<file path="src/hw/rtl/gnc_ram.sv">
`timescale 1ns / 1ps
module gnc_ram #(
    parameter int WIDTH = 32,
    parameter int DEPTH = 32
) (
    input  logic                     i_clk,
    input  logic                     i_we,
    input  logic [$clog2(DEPTH)-1:0] i_waddr,
    input  logic [WIDTH-1:0]         i_wdata,
    input  logic [$clog2(DEPTH)-1:0] i_raddr,
    output logic [WIDTH-1:0]         o_rdata
);
    logic [WIDTH-1:0] r_mem [DEPTH];
    logic [WIDTH-1:0] r_rdata;

    always_ff @(posedge i_clk) begin
        if (i_we) begin
            r_mem[i_waddr] <= i_wdata;
        end
        r_rdata <= r_mem[i_raddr];
    end

    assign o_rdata = r_rdata;
endmodule

</file>
<file path="config.mk">
export PLATFORM = sky130hd
export DESIGN_NAME = gnc_ram
export DESIGN_NICKNAME = d
export VERILOG_FILES = /design/src/hw/rtl/gnc_ram.sv
export SDC_FILE = /design/constraint.sdc
export NUM_CORES = 1
export LEC_CHECK = 0
export BUFFER_PORTS_ARGS = -buffer_cell sky130_fd_sc_hd__buf_2
export CAP_MARGIN = 40
export CORE_MARGIN = 5
export CORE_UTILIZATION = 50
export DETAILED_ROUTE_END_ITERATION = 7
export GPL_TIMING_DRIVEN = 1
export PLACE_DENSITY = 0.68
export RECOVER_POWER = 100
export SETUP_SLACK_MARGIN = 0.2
export SKIP_LAST_GASP = 1
export SYNTH_ARGS = -nofsm -noshare
export SYNTH_HDL_FRONTEND = slang
export SYNTH_SLANG_ARGS = --single-unit
export TNS_END_PERCENT = 5
</file>
<file path="constraint.sdc">
create_clock -name i_clk -period 2.6 [get_ports i_clk]
set_input_delay 0.26 -clock i_clk [delete_from_list [all_inputs] [get_ports i_clk]]
set_output_delay 0.26 -clock i_clk [all_outputs]
set_load 0.01 [all_outputs]
</file>
Yosys cells after proc, flatten, opt, wreduce, memory -nomap -nowiden

Memories as Yosys holds them, arrays and structs flattened. A register that Yosys moved wholly into a read port is not among the register bits.
Cells that the tools add are included.
W data, S select, Z words.

Register bits: 0
RAM bits: 1024
Logic and storage cells: 3
Memories: 1

Memories:

| name  | words | width | rd ports | clocked after Yosys merged registers in | wr ports | RTL line | RTL |
|---|---|---|---|---|---|---|---|
| r_mem | 32    | 32    | 1        | 1                                       | 1        | 13       | `logic [WIDTH-1:0] r_mem [DEPTH];` |

Muxes and demuxes: 2

Operator list:

| kind    | count |
|---|---|
| $mux W1 | 2 |

Depth between registers and ports, before layout

Gate-level depths: netlist (run 1).

Depth in word-level cells: 2
Gate-level depth with buffers: 8
Mapped depth without buffers: 5

Worst setup path after synthesis (run 1)

Ideal clock, no wire load.

Path kind: in2reg
Start: in i_waddr[1]
End: mem r_mem[12][0] (enable)
Setup time: 0.421 ns
Data arrival time: 2.273 ns
Path slack: -0.094 ns
Stages on the path: 3
Path buffers: 1
Cells stage by stage: or3b_2 clkbuf_1 nor2_1

RTL lines:

| item            | RTL line | RTL |
|---|---|---|
| start, declared | 8        | `input logic [$clog2(DEPTH)-1:0] i_waddr,` |
| end, declared   | 13       |  |

Straight into the memory's write port.

Worst setup path after layout (run 1)

Start: in i_waddr[1]
End: mem r_mem[12][23] (enable)

Straight into the memory's write port.

==> impl_metrics.env, run 1 <==
export IMPL_hold_path_class="in -> reg"
export IMPL_final_seq_area_mm2=0.0314
export IMPL_post_drt_via_cell_ratio=5.99
export IMPL_clock_tree_htree_level_count=3
export IMPL_timing_setup_critical_path_class="in -> reg"
export IMPL_timing_critical_path_to_type="register"
export IMPL_worst_skew_pair_late_latency_ps=670
export IMPL_finalSetupViolCount=0
export IMPL_violations="max-capacitance violations, max-slew violations"
export IMPL_syn_instance_count=2260
export IMPL_power_density_mw_per_mm2=772
export IMPL_period_minus_ws_final_ps=2050
export IMPL_worstPathCellList="clkbuf_1 -> or3b_1 -> nor2_4 -> clkbuf_1"
export IMPL_clk_path_buf_depth=3
export IMPL_clkSinkCount=1056
export IMPL_cp_arrival_ps=2310
export IMPL_cell_internal_pwr_mw=28.1
export IMPL_synth_area_leader_cell="edfxtp_1"
export IMPL_num_rows=104
export IMPL_timing_critical_path_fanout_max=21
export IMPL_sequentialPowerShare_pct=53.6
export IMPL_fillCellCount=5952
export IMPL_synth_warning_count=0
export IMPL_finish_net_count=2479
export IMPL_antenna_violations_before_repair=6
export IMPL_num_io_pins=76
export IMPL_fp_coreArea_mm2=0.0804
export IMPL_design_power_total_mw=35.5
export IMPL_fmaxAchievable_mhz=488
export IMPL_synth_cell_area_mm2=0.0405
export IMPL_postSynthRegisterBits=1056
export IMPL_synthToLayoutAreaGrowth_pct=13.7
export IMPL_cap_violations=5
export IMPL_hpwl_um=55100
export IMPL_critical_path_top_delay_family="buffers and inverters"
export IMPL_clkTransAtPathRegs_ps=60
export IMPL_critPathMaxStageDelay_ps=1060
export IMPL_detail_route_wirelength_um=97700
export IMPL_worst_ir_drop_vdd_uv=576
export IMPL_skew_ps=24.7
export IMPL_avgSynthCellArea_um2=17.9
export IMPL_route_vias_total=21467
export IMPL_globalRouteTotalUtil_pct=22.1
export IMPL_starting_density_of_the_core_pct=50.3
export IMPL_grt_overflow_total=0
export IMPL_leakage_nw=15.9
export IMPL_wire_per_inst_um=27.2
export IMPL_floorplan_die_width_um=295
export IMPL_mappedNetlistNets=2304
export IMPL_clock_tree_from_tritoncts="done"
export IMPL_drcViolationCount=0
export IMPL_worstHoldStart="i_raddr[3]"
export IMPL_grt_pass1_wl_um=142000
export IMPL_drt_first_pass_iters=7
export IMPL_final_period_utilization_pct=78.9
export IMPL_timing_max_slew_rel_slack_pct=-9.37
export IMPL_multi_input_gate_area_mm2=0.00847
export IMPL_final_core_util_pct=57.2
export IMPL_critical_path_reg2reg_startpoint="r_mem[7][9]"
export IMPL_number_of_buffers_inserted_by_port_buffering=75
export IMPL_synthDominantCellAreaShare_pct=76.0
export IMPL_worst_ep_required_time_ps=2860
export IMPL_final_max_slew_viol_count=132
export IMPL_detailedRoute_firstIterationViolations=2054
export IMPL_first_global_vias=21449
export IMPL_power_share_clock_pct=41.4
export IMPL_combinationalPowerShare_pct=5.0
export IMPL_yosys_top_cells_area="edfxtp_1, mux2i_1, a22oi_1"
export IMPL_buffers_inverters_on_critical_path=2
export IMPL_setup_repair_after_global_routing_missed_its_margin="no"
export IMPL_report_final_hold_viol_count=0
export IMPL_switching_share_pct=21.0
export IMPL_timing_critical_path_from_type="input port"
export IMPL_place_gp_congestion=0.800
export IMPL_whs_ps=189
export IMPL_num_cts_buffers=101
export IMPL_post_place_cells=3392
export IMPL_hold_buffers=0
export IMPL_tightestPinTransition_ps=1640
export IMPL_cp_slowest_cell="clkbuf_1"
export IMPL_post_cts_resize_count=0
export IMPL_synth_cell_types=25
export IMPL_seq_area_frac_synth_pct=77.5
export IMPL_drive_gt1_share_pct=10.9
export IMPL_clock_root_cell="clkbuf_16"
export IMPL_die_area_mm2=0.0868
export IMPL_total_switching_power_mw=7.48
export IMPL_die_height_um=295
export IMPL_setup_worst_path_start="i_waddr[1]"
export IMPL_finalNonFillerCells=3585
export IMPL_grt_max_degree=52
export IMPL_critical_path_top_cell_by_count="clkbuf_1"
export IMPL_postRouteAntennaNets=0
export IMPL_outcome="complete, but fails checks"
export IMPL_postCtsSetupRepairBufs=0
worst paths after layout:
kind	end	slack, ps	depth (start not counted)
setup / recovery	r_mem[12][23]	550	4
hold / removal	o_rdata[5]	190	5
setup reg to reg	o_rdata[9]	1090	5
hold reg to reg	o_rdata[14]	590	4
registers in the layout (all words and copies together) (netlist names):
name / flops
r_mem: 1024
o_rdata: 32
placed cells by master (no fill, tap or decap), types with 2 or more instances in the layout:
| master | n |
|---|---|
| edfxtp_1 | 1024 |
| mux2i_1 | 512 |
| clkbuf_1 | 125 |
| clkbuf_16 | 102 |
| nand3_1 | 98 |
| nand2_1 | 97 |
| a22oi_1 | 96 |
| a21oi_1 | 96 |
| a22o_1 | 64 |
| buf_4 | 52 |
| nor3_1 | 32 |
| a31oi_1 | 32 |
| dfxtp_1 | 32 |
| buf_12 | 30 |
| nor2_1 | 18 |
| nor2_4 | 16 |
| clkinv_2 | 16 |
| clkinv_1 | 12 |
| bufinv_16 | 10 |
| clkbuf_2 | 10 |
| clkbuf_8 | 9 |
| clkinvlp_4 | 7 |
| buf_2 | 7 |
| nand3b_1 | 5 |
| diode_2 | 3 |
| clkinv_8 | 3 |
| inv_6 | 3 |
| or3b_2 | 2 |
| nand2b_2 | 2 |
| inv_16 | 2 |
cell usage after synthesis:
master,count
buf_2,26
a21oi_1,96
buf_4,33
nor3_1,32
nand3b_1,5
edfxtp_1,1024
clkbuf_4,2
a31oi_1,32
a22oi_1,96
clkbuf_1,46
and2_1,1
mux2i_1,512
or3b_2,3
nand3_1,98
nor2_1,34
a22o_1,64
nor2b_1,1
buf_1,5
nand2b_1,2
or2_2,1
buf_6,15
and2b_1,1
or3_1,1
dfxtp_1,32
nand2_1,98
metrics by stage:
stage	setup WS, ps	instance area (um^2)	TNS (ps)
after floorplan	-94.1	40500	-23150
final	550	46000	0
after CTS	993	46400	0
after detailed placement	379	43100	0
after global routing	511	46000	0
after global placement	387	43100	0
routing by layer:
layer  track usage [%]  vias to the layer above  wire [um]
met1              29.6                    11109      39800
met5                 0                        -         21
met2              37.5                      846      48500
li1                  -                     9336          -
met3              3.66                      172       6550
met4              6.99                        4       2790
kinds of logic after synthesis:
family | Yosys count | synth area share, %
simple gates | 277 | 3.10
mux | 512 | 12.7
compound gates | 288 | 4.85
buf+inv | 127 | 1.86
flops | 1056 | 77.5
power groups by stage:
stage / clock network (mW) / logic [mW] / registers [mW]
finish: 14.7 / 1.79 / 19.0
global route: 15.6 / 1.91 / 19.1
CTS: 14.9 / 1.85 / 19.0
detailed placement: 0 / 1.84 / 19.4
global placement: 0 / 1.80 / 19.4
floorplan: 0 / 0.978 / 19.4
worst reg2reg max path, delay by kind of cell, from the launching register on:
| family | cells | cell delay, ps |
|---|---|---|
| AND/OR/NAND/NOR | 2 | 370 |
| AO/OA/AOI/OAI | 2 | 420 |
| flip-flops | 1 | 370 |
| multiplexers | 1 | 150 |
layout make-up:
| class | count | area share [%] |
|---|---|---|
| Clock buffer | 137 | 6.03 |
| Sequential cell | 1056 | 68.2 |
| Multi-Input combinational cell | 1077 | 18.4 |
| Timing Repair Buffer | 199 | 3.18 |
| Clock inverter | 53 | 1.29 |
| Tap cell | 1060 | 2.88 |
| Antenna cell | 3 | 0.0163 |
Power figures use the tool's default switching activity.
==> run 2, diff against run 1 <==
--- a/config.mk
+++ b/config.mk
@@ -11,7 +11,7 @@
 export CORE_UTILIZATION = 50
 export DETAILED_ROUTE_END_ITERATION = 7
 export GPL_TIMING_DRIVEN = 1
-export PLACE_DENSITY = 0.68
+export PLACE_DENSITY = 0.66
 export RECOVER_POWER = 100
 export SETUP_SLACK_MARGIN = 0.2
 export SKIP_LAST_GASP = 1
==> constraint.sdc (replaced) <==
create_clock -name i_clk -period 1.9 [get_ports i_clk]
set_input_delay 0.19 -clock i_clk [delete_from_list [all_inputs] [get_ports i_clk]]
set_output_delay 0.19 -clock i_clk [all_outputs]
set_load 0.01 [all_outputs]
==> run 2 against run 1 <==
Effect of this change:
- the run still ends with max-capacitance violations, max-slew violations left
- sequential power increased by 37%
- sequential share of layout area decreased by 0.25 points
- wire length increased by 3.1%
- final cell count increased by 0.73%
- critical endpoint is now r_mem[10][22]
- largest cell class unchanged
- highest routed layer unchanged
==> impl_metrics.env, run 2 (same netlist as run 1, synthesis figures left out) <==
export IMPL_timing_critical_path_to_type="register"
export IMPL_report_final_hold_viol_count=0
export IMPL_timing_setup_critical_path_class="in -> reg"
export IMPL_largest_reg_flops=1024
export IMPL_detailedRoute_firstIterationViolations=2032
export IMPL_num_rows=104
export IMPL_outcome="complete, but fails checks"
export IMPL_grt_max_degree=45
export IMPL_critical_path_reg2reg_startpoint="r_mem[1][16]"
export IMPL_worst_skew_pair_late_latency_ps=660
export IMPL_finalSetupViolCount=0
export IMPL_clock_tree_htree_level_count=3
export IMPL_final_max_slew_viol_count=33
export IMPL_whs_ps=157
export IMPL_fp_coreArea_mm2=0.0804
export IMPL_detail_route_wirelength_um=101000
export IMPL_grt_pass1_wl_um=146000
export IMPL_setup_worst_path_start="i_waddr[3]"
export IMPL_most_frequent_standard_cell_in_the_layout_excluding_fill_and_tap_cells="edfxtp_1"
export IMPL_clk_path_buf_depth=3
export IMPL_place_gp_congestion=0.790
export IMPL_antenna_violations_before_repair=5
export IMPL_cp_arrival_ps=1940
export IMPL_postCtsSetupRepairBufs=0
export IMPL_floorplan_die_width_um=295
export IMPL_design_power_total_mw=48.3
export IMPL_clock_root_cell="clkbuf_16"
export IMPL_placed_area_mm2=0.0438
export IMPL_skew_ps=17.6
export IMPL_clkTransAtPathRegs_ps=60
export IMPL_postRouteAntennaNets=0
export IMPL_hold_path_class="in -> reg"
export IMPL_die_height_um=295
export IMPL_fillCellCount=6057
export IMPL_starting_density_of_the_core_pct=50.3
export IMPL_timing_critical_path_fanout_max=20
export IMPL_timing_critical_path_from_type="input port"
export IMPL_first_global_vias=21717
export IMPL_final_core_util_pct=57.4
export IMPL_grt_overflow_total=0
export IMPL_cap_violations=1
export IMPL_timing_max_slew_rel_slack_pct=-2.62
export IMPL_number_of_buffers_inserted_by_port_buffering=75
export IMPL_tightestPinTransition_ps=1540
export IMPL_violations="max-capacitance violations, max-slew violations"
export IMPL_hpwl_um=57600
export IMPL_drt_first_pass_iters=7
export IMPL_drcViolationCount=0
export IMPL_route_vias_total=21542
export IMPL_setup_repair_after_global_routing_missed_its_margin="no"
export IMPL_max_flop_register="r_mem"
export IMPL_fmaxAchievable_mhz=598
export IMPL_worst_ir_drop_vdd_uv=769
export IMPL_period_minus_ws_final_ps=1670
export IMPL_wire_per_inst_um=27.9
export IMPL_num_io_pins=76
export IMPL_synthToLayoutAreaGrowth_pct=14.1
export IMPL_globalRouteTotalUtil_pct=23.0
export IMPL_post_cts_resize_count=0
export IMPL_num_cts_buffers=101
export IMPL_postLayoutCellArea_mm2=0.0462
export IMPL_worstHoldStart="i_raddr[2]"
export IMPL_fin_tns_setup_ps=0
export IMPL_final_period_utilization_pct=88.0
export IMPL_worst_ep_required_time_ps=2160
export IMPL_clock_tree_from_tritoncts="done"
export IMPL_power_density_mw_per_mm2=1050
export IMPL_leakage_nw=16.1
export IMPL_drive_gt1_share_pct=11.8
export IMPL_finish_net_count=2508
export IMPL_hold_buffers=0
export IMPL_mostFrequentLayoutCells="edfxtp_1, mux2i_1, clkbuf_1"
export IMPL_die_area_mm2=0.0868
export IMPL_post_drt_via_cell_ratio=5.97
export IMPL_clkSinkCount=1056
## run 2: cell types whose count changed in the layout (fill, tap and decap cells not counted), moves of 7 or more
cell and delta:
nor2_4 -12, clkbuf_2 +22, nor2_1 +12, buf_12 +10
clkinvlp_4 -7, clkbuf_4 +7
## run 2: per-stage QoR
stage | setup WS [ps] | instances
finish | 228 | 3611
global route | 219 | 3609
CTS | 358 | 3609
detailed placement | 32.9 | 3421
global placement | 6.81 | 3421
floorplan | -128 | 2260
## run 2: worst paths after layout
| check | slack (ps) | to | cells after the start |
|---|---|---|---|
| min reg2reg | 600 | o_rdata[19] | 4 |
| min | 160 | o_rdata[5] | 6 |
| max | 230 | r_mem[10][22] | 4 |
| max reg2reg | 440 | o_rdata[16] | 6 |
## run 2: layout make-up
type	count	area, um^2	share of cell area, %
Clock buffer	152	2880	6.23
Multi-Input combinational cell	1077	8390	18.2
Clock inverter	36	402	0.869
Sequential cell	1056	31400	67.9
Antenna cell	2	5.00	0.0108
Tap cell	1060	1330	2.87
Timing Repair Buffer	228	1800	3.90
## run 2: per-layer routing
metal | part of all wire (%) | up-vias | GRT usage [%]
li1 | - | 9391 | -
met1 | 42 | 11157 | 32.0
met2 | 49 | 833 | 37.8
met3 | 6.5 | 155 | 3.76
met4 | 2.5 | 6 | 6.86
met5 | 0.046 | - | 0
## run 2: where the power goes
group / leakage, nW / internal (mW) / switching, mW / total [mW]
Sequential: 9.49 / 25.9 / 0.142 / 26.1
Combinational: 5.04 / 0.870 / 1.64 / 2.51
Clock: 1.61 / 11.5 / 8.22 / 19.8
## run 2: critical path: stages
cell and delay, ps:
clkbuf_1 210, or3b_2 550, nor2_1 160, clkbuf_2 790
